===== config.mk =====
export PLATFORM = sky130hd
export DESIGN_NAME = bpsfu_cfg
export DESIGN_NICKNAME = d
export VERILOG_FILES = /design/src/rtl/core/bpsfu_pkg.sv /design/src/rtl/core/bpsfu_cfg.sv
export SDC_FILE = /design/constraint.sdc
export NUM_CORES = 1
export LEC_CHECK = 0
export BUFFER_PORTS_ARGS = -buffer_cell sky130_fd_sc_hd__buf_2
export CORE_MARGIN = 5
export CORE_UTILIZATION = 41
export CTS_CLUSTER_SIZE = 14
export DETAILED_ROUTE_END_ITERATION = 8
export PLACE_DENSITY = 0.85
export SKIP_CTS_REPAIR_TIMING = 1
export SYNTH_ARGS = -nofsm -noshare
export SYNTH_HDL_FRONTEND = slang
export SYNTH_SLANG_ARGS = --single-unit

===== constraint.sdc =====
create_clock -name clk_i -period 2.15 [get_ports clk_i]
set_input_delay 0.645 -clock clk_i [delete_from_list [all_inputs] [get_ports clk_i]]
set_output_delay 0.645 -clock clk_i [all_outputs]
set_load 0.01 [all_outputs]

===== src/rtl/core/bpsfu_pkg.sv =====
// Package for the pixel store with 2x2 triangle upsampling.
// Holds the payload structs, configuration struct, state codes and helpers.
// No dependencies.
`timescale 1ns / 1ps

package bpsfu_pkg;

  localparam int unsigned MaxWidthDef  = 256;
  localparam int unsigned MaxHeightDef = 256;
  localparam int unsigned TileEdge     = 10;

  // coordinates stay below 1024 since the size registers are 9 bits wide
  localparam int unsigned CoordW   = 11;
  localparam int unsigned TileAW   = 7;
  localparam int unsigned SampAW   = 6;
  localparam int unsigned CfgAddrW = 4;

  localparam logic [15:0] PixelReset = 16'(128 << 4);

  localparam logic       ModeWrite  = 1'b0;
  localparam logic       ModeRead   = 1'b1;
  localparam logic [5:0] LastSample = 6'd63;

  localparam logic [1:0] RegWidth  = 2'd0;
  localparam logic [1:0] RegHeight = 2'd1;
  localparam logic [1:0] RegMode   = 2'd2;

  typedef logic signed [CoordW-1:0] coord_t;

  typedef struct packed {
    logic       mode;
    logic [4:0] block_col;
    logic [4:0] block_row;
    logic [5:0] sample_index;
    logic [7:0] sample_value;
    logic [7:0] pixel_col;
    logic [7:0] pixel_row;
  } in_item_t;

  typedef struct packed {
    logic [15:0] pixel_value;
    logic [7:0]  pixel_byte;
    logic        block_done;
  } out_item_t;

  typedef struct packed {
    logic [8:0] image_width;
    logic [8:0] image_height;
    logic       subsample_mode;
  } cfg_t;

  typedef struct packed {
    logic      valid;
    out_item_t item;
  } res_t;

  typedef enum logic [3:0] {
    ST_CLEAR,
    ST_IDLE,
    ST_EMIT,
    ST_FULL_RD,
    ST_FULL_WR,
    ST_TILE_RD,
    ST_TILE_WR,
    ST_TILE_INV,
    ST_UP
  } state_e;

  typedef enum logic {
    SRC_SAMPLE,
    SRC_TILE
  } src_e;

  function automatic logic [TileAW-1:0] tile_idx(logic [3:0] r, logic [3:0] c);
    return TileAW'({r, 3'b000}) + TileAW'({r, 1'b0}) + TileAW'(c);
  endfunction

  function automatic logic [19:0] pix_offset(coord_t x, coord_t y, coord_t w);
    logic [19:0] p;
    p = {10'b0, y[9:0]} * {10'b0, w[9:0]};
    return p + 20'(x[9:0]);
  endfunction

endpackage


===== src/rtl/core/bpsfu_cfg.sv =====
// Configuration registers behind the APB-style port.
// Depends on bpsfu_pkg.
`timescale 1ns / 1ps

module bpsfu_cfg (
  input  logic                           clk_i,
  input  logic                           rst_ni,
  input  logic                           psel,
  input  logic                           penable,
  input  logic                           pwrite,
  input  logic [bpsfu_pkg::CfgAddrW-1:0] paddr,
  input  logic [31:0]                    pwdata,
  output logic [31:0]                    prdata,
  output logic                           pready,
  output bpsfu_pkg::cfg_t                cfg_o
);

  bpsfu_pkg::cfg_t cfg_q, cfg_d;
  logic            wr_en;

  assign pready = 1'b1;
  assign wr_en  = psel && penable && pwrite;

  always_comb begin
    cfg_d = cfg_q;
    if (wr_en) begin
      case (paddr[3:2])
        bpsfu_pkg::RegWidth:  cfg_d.image_width    = pwdata[8:0];
        bpsfu_pkg::RegHeight: cfg_d.image_height   = pwdata[8:0];
        bpsfu_pkg::RegMode:   cfg_d.subsample_mode = pwdata[0];
        default: ;
      endcase
    end
  end

  always_comb begin
    case (paddr[3:2])
      bpsfu_pkg::RegWidth:  prdata = {23'b0, cfg_q.image_width};
      bpsfu_pkg::RegHeight: prdata = {23'b0, cfg_q.image_height};
      bpsfu_pkg::RegMode:   prdata = {31'b0, cfg_q.subsample_mode};
      default:              prdata = 32'b0;
    endcase
  end

  always_ff @(posedge clk_i or negedge rst_ni) begin
    if (!rst_ni) begin
      cfg_q.image_width    <= 9'd256;
      cfg_q.image_height   <= 9'd256;
      cfg_q.subsample_mode <= 1'b0;
    end else begin
      cfg_q <= cfg_d;
    end
  end

  assign cfg_o = cfg_q;

endmodule


### Yosys cells after proc, flatten, opt, wreduce, memory -nomap -nowiden

Cells that the tools add are included.

* flip-flop bits (word level): 19
* latch bits: 0
* bits in writable memories: 0
* memory bits (read-only): 0
* output and inout bits: 52
* word-level logic and storage cells: 12
* memories: 0

* $add $sub $neg: 0
* multipliers: 0
* divide/modulo/power cells: 0
* $lt $le $gt $ge: 0
* equality and inequality tests: 2
* shifts and indexed selects: 0
* mux-type cells: 1
* bitwise operators: 0
* reductions and logical operators: 6

Operators by type and width (number)
* $pmux 9 s3: 1
* $reduce_and 2->1: 3
* $eq 2x1->1 const B: 1
* $eq 2x2->1 const B: 1
* $logic_and 1x1->1: 2
* $logic_not 2->1: 1

### Depth between registers and ports, before layout

* word-level depth: 3
* depth in mapped cells: 4
* mapped depth without buffers: 3

### Least setup slack after synthesis

Ideal clock, no wire load.

* path type: input to output
* start: input paddr[2] (netlist name)
* end: output prdata[0]
* arrival: 1248 ps
* required time: 1505 ps
* slack: 257 ps
* cell stages on the path: 3
* path buffers: 1
* path through: buf_2 mux2i_1 o21ai_0

* longest elaborated chain between the ends: 2

RTL lines
* from (decl): RTL line bpsfu_cfg.sv:11 `input logic [bpsfu_pkg::CfgAddrW-1:0] paddr,`
* $eq 2x2->1 (tied with other cells): RTL line bpsfu_cfg.sv:37 `case (paddr[3:2])`
* $pmux 9 s3 (*): RTL line bpsfu_cfg.sv:37
* to (decl): RTL line bpsfu_cfg.sv:13 `output logic [31:0] prdata,`

Mark *: on every way between the ends. The rest lies on a longest branch, timed or not.

### Worst setup path after layout

* start: input paddr[2] (netlist name)
* end: output prdata[4]

Same word-level chain as after synthesis.

==> metrics.txt <==
Final GP Congestion=0.693; antenna cells=0; number of global-route vias before repair=757; R2R Setup Slk=approximately 1.4 ns; clock share of power=between 10% and 20%; DR pass1 iterations=2; Top Family by Delay on Critical Path=buffers and inverters; Reg clk slew, reported paths=0.11 ns; Comb power frac=35.1%; status=complete, no violations; Initial DRC Count=3; Max-Cap Viols=0; Pleak=0.734 nW; CP Capture Type=output pin; end point of the critical path=prdata[4]; maximum vdd drop=0.515 mV; post-synthesis sequential area ratio=43.4%; # fillers=233; Int Pwr=between 0.7 and 0.8 mW; worst path arrival time=between 1 and 1.5 ns; via count=766; syn_area_per_cell=between 10 and 15 µm²; largest cells by area after synthesis=dfrtp_1, buf_4, mux2_4, mux2_2, mux2i_1; critical path startpoint category=input port; Final setup violation count=0; grt ovf=0; Slowest cell on crit path=clkbuf_4; row cnt=18; RSZ-0062 raised after global routing=false; die height=about 62 µm; Core Util, Final=between 50% and 60%; Final min period=between 1.5 and 2 ns; most frequent cells in the layout=buf_2, conb_1, dfrtp_1; hpwl dp=1820 µm; Num Clock Sinks=19; Crit path depth=4; worst hold path class=input port to asynchronous set/reset pin; first-pass GRT wire length=about 3600 µm; CTS tree=built; Initial Utilization=between 40% and 50%; flip-flop count of the largest register after layout=19; Fin. Hold Viols=0; Sw Ratio=around a third; core area=2520 µm²; Final ANT Viol Nets=0; die width=61.9 µm; flops & latches, synth=19; maximum clock frequency=502 MHz; detailed-route DRC error count=0; CP max FO=13; Top Ports=93; Worst EP required=1.50 ns; cell taking the most area after synthesis=dfrtp_1; PwrDens=around 820 nW/µm²; Mapped Area=1100 µm²; worst flop-to-flop path endpoint=cfg_o[16]; Flop pwr share=48.0%; dpl cell area=1270 µm²; Layout Nets=~180; crit-path max cell delay=about 0.25 ns; Setup Skew=0 ns; commonest non-fill, non-tap cell in the layout=buf_2; layout cell share with drive strength beyond 1=54.4%; cells after synthesis=90; design area=1300 µm²; worst-path cell chain=clkbuf_4, mux2i_1, nor2_1, buf_2; synth unique cells=17; pin count of the biggest net entering global routing=20; Avg WL per Cell=13.9 µm; Slew Limit Fails=0; root buffer cell=clkbuf_4; final WL=2310 µm; Synth top area share=around 39%; port bufs=43; deepest clock path buffer count=2; later-pin clock latency in the skew report=0.29 ns; Fin Setup TNS=0 ns; Worst Path Class, Setup=input port to output pin; Num CTS Buffers=3; synth warn=0; overall global routing resource usage=12.9%; Vias/cell=4.61; Syn-to-layout area delta=17.7%; Reg2Reg Depth=1; die footprint=3830 µm²; H-tree depth=1; switching power total=0.353 mW; number of buffers and inverters on the critical path=2; critical path startpoint=paddr[2]; worst reg2reg startpoint=cfg_o[16]; initial antenna violation count=0; fin crit share=92.6%
==> layout make-up <==
class / instances / area [µm²] / share of cell area (%)
sequential: 19 / 478 / 36.8
tap: 30 / 37.5 / 2.89
multi-input combinational: 66 / 507 / 39.1
clock inverter: 1 / 5.00 / 0.386
clock buffer: 3 / 22.5 / 1.74
timing repair buffer: 47 / 248 / 19.1
==> metal layers <==
| metal | GRT usage (%) | part of all wire (%) | up-vias |
|---|---|---|---|
| met2 | 22.9 | 47 | 55 |
| met3 | 2.48 | 13 | 2 |
| li1 | - | - | 346 |
| met4 | 3.64 | 0.61 | 0 |
| met5 | 0 | 0 | - |
| met1 | 15.9 | 39 | 363 |
==> power groups by stage <==
stage | Combinational, mW | Clock, mW | Sequential, mW
2_1_floorplan | 0.210 | 0 | 0.550
3_3_place_gp | 0.366 | 0 | 0.508
3_5_place_dp | 0.377 | 0 | 0.517
4_1_cts | 0.379 | 0.188 | 0.511
5_1_grt | 0.410 | 0.208 | 0.523
6_report | 0.372 | 0.179 | 0.509
==> worst min path at each step <==
| stage | from | endpoint | slack [ns] | cells past startpoint |
|---|---|---|---|---|
| after global routing | rst_ni | cfg_o[12] | 0.28 | 1 |
| after CTS | rst_ni | cfg_o[5] | 0.27 | 1 |
| after floorplan | rst_ni | cfg_o[0] | 0.35 | 0 |
| final | rst_ni | cfg_o[5] | 0.27 | 1 |
| after global placement | cfg_o[15] | cfg_o[15] | 0.51 | 1 |
| after detailed placement | cfg_o[7] | cfg_o[7] | 0.52 | 1 |
==> cells by family (layout without fill, tap and decap cells) <==
| logic type | count (synthesis) | count (layout) | share of synthesized area [%] |
|---|---|---|---|
| buf+inv | 27 | 51 | 18.2 |
| flops | 19 | 19 | 43.4 |
| compound gates | 1 | 1 | 0.454 |
| other cells | 2 | 24 | 0.681 |
| mux | 28 | 28 | 30.6 |
| simple gates | 13 | 13 | 6.70 |
==> Yosys cell counts (all sizes together) <==
| cell | count |
|---|---|
| buf | 26 |
| mux2 | 19 |
| dfrtp | 17 |
| mux2i | 9 |
| nor2 | 8 |
| conb | 2 |
| dfstp | 2 |
| clkbuf | 1 |
| nand3 | 1 |
| nand3b | 1 |
| nor3 | 1 |
| nor3b | 1 |
| o21ai | 1 |
| or3b | 1 |
==> metrics by stage <==
| stage | setup WS [ns] | hold WS (ns) | instances | power (mW) |
|---|---|---|---|---|
| CTS | 0.0671 | 0.271 | 166 | 1.08 |
| global placement | 0.106 | 0.509 | 162 | 0.874 |
| finish | 0.158 | 0.268 | 166 | 1.06 |
| global route | 0.0832 | 0.280 | 166 | 1.14 |
| floorplan | 0.257 | 0.349 | 112 | 0.760 |
| detailed placement | 0.0728 | 0.519 | 162 | 0.894 |
(Power assumes the default switching activity.)
